$ cat src/sv/tilq_pkg.sv
`timescale 1ns / 1ps
// ----------------------------------------------------------------------------
// tilq_pkg
// Operation codes, status codes, register indexes and the word type that
// moves along the delimiter compare chain.
// ----------------------------------------------------------------------------
package tilq_pkg;

	typedef enum logic [2:0] {
		OP_WRITE = 3'd0,
		OP_READ  = 3'd1,
		OP_DROP  = 3'd2,
		OP_ERASE = 3'd3,
		OP_FIND  = 3'd4,
		OP_FLUSH = 3'd5
	} op_t;

	localparam logic [1:0] ST_OK       = 2'd0;
	localparam logic [1:0] ST_FULL     = 2'd1;
	localparam logic [1:0] ST_EMPTY    = 2'd2;
	localparam logic [1:0] ST_NOTFOUND = 2'd3;

	localparam logic [2:0] CFG_DELIM_A = 3'd0;
	localparam logic [2:0] CFG_DELIM_B = 3'd1;
	localparam logic [2:0] CFG_DELIM_C = 3'd2;
	localparam logic [2:0] CFG_DELIM_D = 3'd3;
	localparam logic [2:0] CFG_ENABLE  = 3'd4;

	localparam int unsigned NUM_DELIM = 4;

	localparam logic [7:0] BYTE_FF = 8'hff;
	localparam logic [7:0] BYTE_00 = 8'h00;

	typedef struct packed {
		logic       v;
		logic       hit;
		logic [7:0] data;
	} tilq_tok_t;

endpackage

$ cat src/sv/tilq_cell.sv
`timescale 1ns / 1ps
// ----------------------------------------------------------------------------
// tilq_cell
// One stage of the delimiter compare chain: checks the passing byte against
// one delimiter and hands the word and its index to the next cell.
// ----------------------------------------------------------------------------
module tilq_cell #(
	parameter int AW = 12
) (
	input  logic                clk,
	input  logic                arst_n,
	input  logic                clr,
	input  logic [7:0]          delim,
	input  logic                en,
	input  tilq_pkg::tilq_tok_t tok_in,
	input  logic [AW-1:0]       idx_in,
	output tilq_pkg::tilq_tok_t tok_out,
	output logic [AW-1:0]       idx_out
);
	import tilq_pkg::*;

	logic          v_q;
	logic          hit_q;
	logic [7:0]    data_q;
	logic [AW-1:0] idx_q;

	always_ff @(posedge clk or negedge arst_n) begin
		if (!arst_n) begin
			v_q <= 1'b0;
		end else begin
			v_q <= clr ? 1'b0 : tok_in.v;
		end
	end

	always_ff @(posedge clk) begin
		hit_q  <= tok_in.hit | (en && (tok_in.data == delim));
		data_q <= tok_in.data;
		idx_q  <= idx_in;
	end

	assign tok_out = '{v: v_q, hit: hit_q, data: data_q};
	assign idx_out = idx_q;

endmodule

$ cat config.mk
export PLATFORM = sky130hd
export DESIGN_NAME = tilq_cell
export DESIGN_NICKNAME = d
export VERILOG_FILES = /design/src/sv/tilq_pkg.sv /design/src/sv/tilq_cell.sv
export SDC_FILE = /design/constraint.sdc
export NUM_CORES = 1
export LEC_CHECK = 0
export BUFFER_PORTS_ARGS = -buffer_cell sky130_fd_sc_hd__buf_2
export CORE_UTILIZATION = 30
export DETAILED_ROUTE_END_ITERATION = 12
export PLACE_DENSITY = 0.72
export SYNTH_ARGS = -nofsm -noshare
export SYNTH_HDL_FRONTEND = slang
export SYNTH_SLANG_ARGS = --single-unit
$ cat constraint.sdc
create_clock -name clk -period 0.8 [get_ports clk]
set_input_delay 0.12 -clock clk [delete_from_list [all_inputs] [get_ports clk]]
set_output_delay 0.12 -clock clk [all_outputs]
set_load 0.05 [all_outputs]
==> flow_metrics.tcl, run 1 <==
set metrics [dict create \
    antenna_found_initial 0 \
    grt_pass1_wl_um 2890 \
    tritoncts "done" \
    ys_ff_latch 22 \
    fmax_mhz 985 \
    dpl.cell_count 114 \
    synthCells 36 \
    worst-path-stages 1 \
    crit_slowest_cell "dfrtp_1" \
    wl_per_cell_um 16.8 \
    maxSlewViolCount 0 \
    cts_buffer_depth 2 \
    die_y_um 45.1 \
    start_util_pct 32.3 \
    setup_ws_ns -0.215 \
    cts_max_level 1 \
    ys_types 9 \
    num_rows 15 \
    gp_congestion 0.577 \
    grt_pass1_vias 594 \
    yosysWarnings 0 \
    drcViolationCount 0 \
    n_antenna_cell 0 \
    layout.cells.most_common "buf_2" \
    status "complete, but fails checks" \
    final_nets 151 \
    crit_required_ns 0.68 \
    cts_setup_buffers 0 \
    min_path_type "in -> reg" \
    drtIter0Drc 8 \
    worst_pin_slew_ns 0.237 \
    final_util_pct 77.0 \
    crit_end "tok_out[9]" \
    finalCriticalPeriod_ns 1.02 \
    violations "negative setup slack" \
    slew_headroom_pct 84.1 \
    cp_num_buf_inv 1 \
    vias 595 \
    start_kind "register" \
    multi_input_area_um2 97.6 \
    drv_cap 0 \
    ios 56 \
    cp_cell_sequence "buf_6" \
    layoutNonFillerInstCount 141 \
    final_cell_mix "buf_2, dlygate4sd3_1, dfxtp_2, buf_8, xor2_1" \
    clock_tree.root_cell "clkbuf_4" \
    finalCritPeriodShare_pct 127 \
    critPathKind "reg -> out" \
    pwr_density_cell_nw_per_um2 1770 \
    dieArea_um2 2040 \
    dr.pass1.iters 4 \
    cp-startpoint "v_q" \
    grt_max_degree 13 \
    max_stage_delay_ns 0.41 \
    ir_drop_v 0.00103 \
    critPathArrivalTime_ns 0.90 \
    grt-ovfl-total 0 \
    detailed_place_hpwl_um 897 \
    syn_nets 70 \
    area_growth_syn_to_layout_pct 138 \
    cts_buffers 3 \
    worst_setup_path_end_kind "output pin" \
    cp_max_fo 1 \
    setup_viol 22 \
    crit_family "flip-flops" \
    viasPerCell 4.22 \
    syn_area_um2 558 \
    port_buffers 55 \
    core_um2 1730 \
    power_leakage_nw 0.629 \
    synth.avg_cell_area_um2 15.5 \
    wl_um 2370 \
    clock-sinks 22 \
    die_w_um 45.1 \
    regArea_um2 472 \
    rsz0062_at_grt "yes" \
    track_usage_pct 20.8 \
    ys_seq_area_share_pct 79.8 \
    clk_pin_slew_worst_paths_ns 0.12 \
    fillCellCount 103 \
    ant_nets 0 \
    drive_gt1_share_pct 68.1 \
    hold_viol 0 \
]
==> routing by layer <==
layer,vias to the layer above,share of wire (%),global-route usage (%),wire [µm]
li1,271,-,-,-
met1,278,40,22.7,951
met2,39,50,37.1,1170
met3,7,7.8,6.00,184
met4,0,2.3,9.09,55
met5,-,0,0,0
==> stage by stage <==
stage	instance area, µm²	setup TNS, ns	worst slack, ns	hold WS, ns	total power [W]
final	1330	-3.15	-0.215	0.0264	0.00235
after global routing	1330	-3.64	-0.247	0.0418	0.00242
after CTS	1270	-2.33	-0.166	0.00445	0.00225
after detailed placement	850	-0.123	-0.123	-0.104	0.00158
after global placement	850	-0.121	-0.121	-0.105	0.00158
after floorplan	558	0	0.0532	-0.176	0.00145
==> layout make-up <==
| class | count | area share (%) |
|---|---|---|
| clock buffer | 4 | 1.98 |
| multi-input combinational | 12 | 7.34 |
| sequential | 22 | 35.5 |
| tap | 25 | 2.35 |
| timing repair buffer | 78 | 52.9 |
==> cells in the mapped netlist <==
cell      n  share of area (%)
a41o_1    1                1.8
buf_4     2                2.7
dfrtp_1   1                4.5
dfxtp_1  21                 75
nor2b_1   1                1.1
nor3_1    1               0.90
nor4_1    1                1.1
xnor2_1   1                1.6
xor2_1    7                 11
==> kinds of logic (layout without fill, tap and decap cells) <==
group	after synthesis	count (layout)	synth area share, %
and+or+nand+nor	3	3	3.14
buffers and inverters	2	82	2.69
AOI/OAI and AO/OA	1	1	1.79
DFF	22	22	79.8
xor gates and xnor gates	8	8	12.6
==> worst min path at each step <==
stage / startpoint / end / slack, ns / cells after the start
global route: en / hit_q / 0.04 / 2
floorplan: arst_n / v_q / -0.18 / 0
global placement: arst_n / v_q / -0.11 / 1
finish: en / hit_q / 0.03 / 2
detailed placement: arst_n / v_q / -0.10 / 1
CTS: tok_in[8] / hit_q / 0.004 / 2
==> sequential cells by signal (all words and copies together) (netlist names) <==
register,cells
hit_q,1
v_q,1
idx_out,12
data_q,8
==> report_power, final <==
part | switching, W | internal [W] | total (W)
sequential | 0.0000418 | 0.00117 | 0.00121
combinational | 0.000311 | 0.000295 | 0.000606
clock | 0.000341 | 0.000196 | 0.000537
total | 0.000694 | 0.00166 | 0.00235
==> repair_timing <==
item | in CTS | in global routing
endpoints found under the hold margin | 22 | 1
hold buffers | 22 | 1
gates resized for setup | 69 | 12
endpoints found under the setup margin | 22 | 22
(Power assumes the default switching activity.)
==> run 2: changes to the inputs <==
Settings changed: BUFFER_PORTS_ARGS -buffer_cell sky130_fd_sc_hd__buf_2 to unset, CORE_AREA set to 2 2 39 41, CORE_UTILIZATION 30 to unset, DIE_AREA set to 0 0 41 43, DONT_BUFFER_PORTS set to 1, PLACE_DENSITY 0.72 to unset, RECOVER_POWER set to 100, TNS_END_PERCENT set to 100.
==> run 2 against run 1 <==
Net effect:
- the run now fails in clock tree synthesis (4_1_cts)
- synthesized area did not move
- synthesized cell count did not move
==> flow_metrics.tcl, run 2 <==
set metrics [dict create \
    dpl.cell_count 72 \
    port_buffers 0 \
    yosysWarnings 0 \
    ys_seq_area_share_pct 79.8 \
    synth_most_common_cell "dfxtp_1" \
    synthArstFlopShare_pct 4.55 \
    detailed_place_hpwl_um 1040 \
    ys_ff_latch 22 \
    ys_types 9 \
    yosysTopAreaCellShare_pct 75.3 \
    syn_nets 70 \
    synth_edf_count 0 \
    die_y_um 43 \
    yosys_most_used_dff "dfxtp_1" \
    synth.area.top_cells "dfxtp_1, xor2_1, dfrtp_1" \
    start_util_pct 40.3 \
    status "aborted with a tool error" \
    clock_tree.root_cell "clkbuf_4" \
    dp_slack_ns -0.0346 \
    ios 56 \
    clock-sinks 22 \
    gp_congestion 0.560 \
    cts_max_level 1 \
    synthTopCellsByCount "dfxtp_1, xor2_1, buf_4" \
    synth.avg_cell_area_um2 15.5 \
    cts_buffers 3 \
    run.stop_error "[ERROR DPL-0033] detailed placement checks failed during check placement." \
    die_w_um 41 \
    hold_buffers 26 \
    cts_setup_buffers 0 \
    cts_buffer_depth 2 \
    synthCells 36 \
    synth_top_cell_by_area "dfxtp_1" \
    num_rows 14 \
    syn_area_um2 558 \
    cts_resized 21 \
    lastStage "clock tree synthesis (4_1_cts)" \
    placed_area_um2 1000 \
]
## run 2: metrics by stage
step	utilization [%]	hold slack (ns)
2_1_floorplan	-	-0.176
3_3_place_gp	72.5	-0.176
3_5_place_dp	72.5	-0.176
## run 2: logic make-up after synthesis
family | Yosys count | synth area share (%)
flip-flops | 22 | 79.8
AO/OA/AOI/OAI | 1 | 1.79
XOR/XNOR | 8 | 12.6
buffers and inverters | 2 | 2.69
AND/OR/NAND/NOR | 3 | 3.14
==> run 3: changes to the inputs <==
Settings changed: CORE_AREA 2 2 39 41 to 2 2 63 65, DIE_AREA 0 0 41 43 to 0 0 65 67, PLACE_DENSITY_LB_ADDON set to 0.15.
Clock period 0.8 ns to 1 ns, I/O delays scaled along.
==> run 3 against run 2 <==
Net effect:
- the run now ends clean
==> flow_metrics.tcl, run 3 (synthesized netlist as in run 1, its figures left out) <==
set metrics [dict create \
    power_leakage_nw 0.460 \
    gp_congestion 0.520 \
    cts_setup_buffers 0 \
    dp_slack_ns 0.0950 \
    grt_pass1_wl_um 2060 \
    slew_headroom_pct 79.7 \
    final_nets 118 \
    n_antenna_cell 0 \
    min_path_type "in -> reg" \
    finalCriticalPeriod_ns 0.950 \
    grt_max_degree 13 \
    layoutNonFillerInstCount 131 \
    vias 434 \
    worst_pin_slew_ns 0.302 \
    tritoncts "done" \
    clk_pin_slew_worst_paths_ns 0.08 \
    drv_cap 0 \
    max_stage_delay_ns 0.36 \
    ant_nets 0 \
    final_cell_mix "dlygate4sd3_1, dfxtp_1, clkbuf_4, xor2_1, buf_4" \
    maxSlewViolCount 0 \
    drtIter0Drc 4 \
    hold_viol 0 \
    min-delay-start "tok_in[9]" \
    dieArea_um2 4360 \
    clock-sinks 22 \
    port_buffers 0 \
    layout.cells.most_common "dlygate4sd3_1" \
    ir_drop_v 0.000506 \
    pwr_density_cell_nw_per_um2 1800 \
    grt-ovfl-total 0 \
    worst_setup_path_end_kind "output pin" \
    drive_gt1_share_pct 31.3 \
    start_kind "register" \
    cts_buffers 3 \
    crit_required_ns 0.85 \
    setup_tns_ns 0 \
    cts_resized 0 \
    clock_tree.root_cell "clkbuf_8" \
    setup_viol 0 \
    cp_cell_sequence "buf_4" \
    die_y_um 67 \
    start_util_pct 15.5 \
    grt_pass1_vias 442 \
    antenna_found_initial 0 \
    cts_max_level 1 \
    wl_per_cell_um 11.0 \
    cts_buffer_depth 2 \
    status "finished clean" \
    die_w_um 65 \
    critPathKind "reg -> out" \
    core_um2 3610 \
    wl_um 1440 \
    drcViolationCount 0 \
    critPathArrivalTime_ns 0.80 \
    crit_family "flip-flops" \
    ios 56 \
    track_usage_pct 6.91 \
    fmax_mhz 1050 \
    num_rows 22 \
    largest_reg_flops 12 \
    dr.pass1.iters 2 \
    viasPerCell 3.31 \
    rsz0062_at_grt "no" \
    detailed_place_hpwl_um 1080 \
    cp_max_fo 1 \
    crit_slowest_cell "dfrtp_1" \
    dpl.cell_count 104 \
    finalCritPeriodShare_pct 95.0 \
    cp_num_buf_inv 1 \
    setup_ws_ns 0.0497 \
    area_growth_syn_to_layout_pct 88.8 \
    cp-startpoint "v_q" \
]
## run 3: report_power, final
part	switching [W]	total (W)	leakage (nW)	internal (W)
Sequential	0.0000110	0.000934	0.190	0.000923
Combinational	0.000212	0.000345	0.241	0.000133
Clock	0.000268	0.000618	0.0288	0.000350
Total	0.000491	0.00190	0.460	0.00141
## run 3: worst paths after layout
check / end / cells past startpoint
max: tok_out[9] / 1
max in group asynchronous: v_q / 1
min: v_q / 1
min in group asynchronous: v_q / 1
## run 3: layer usage
layer	routed length, µm	up-vias	track usage, %
met3	159	2	1.18
met2	745	35	12.1
li1	-	206	-
met1	501	191	6.96
met5	0	-	0
met4	34	0	6.38
## run 3: timing repair
action                                 CTS  global route
endpoints found under the hold margin   23             0
hold buffers                            23             0
setup endpoints to repair                0             0
## run 3: layout make-up
cell class,count,area (µm²)
Fill cell,375,2550
Timing Repair Buffer,45,395
Tap cell,48,60.1
Sequential cell,22,445
Multi-Input combinational cell,12,97.6
Clock buffer,4,55.1
## run 3: per-stage QoR
stage                     total power (W)  util [%]  hold WS, ns  instance area (µm²)
after floorplan                   0.00116         -       -0.146                  558
after global placement            0.00124      21.3       -0.146                  768
after detailed placement          0.00124      21.3       -0.146                  768
after CTS                         0.00195      29.2       0.0183                 1050
after global routing              0.00200      29.2       0.0225                 1050
final                             0.00190      29.2       0.0290                 1050
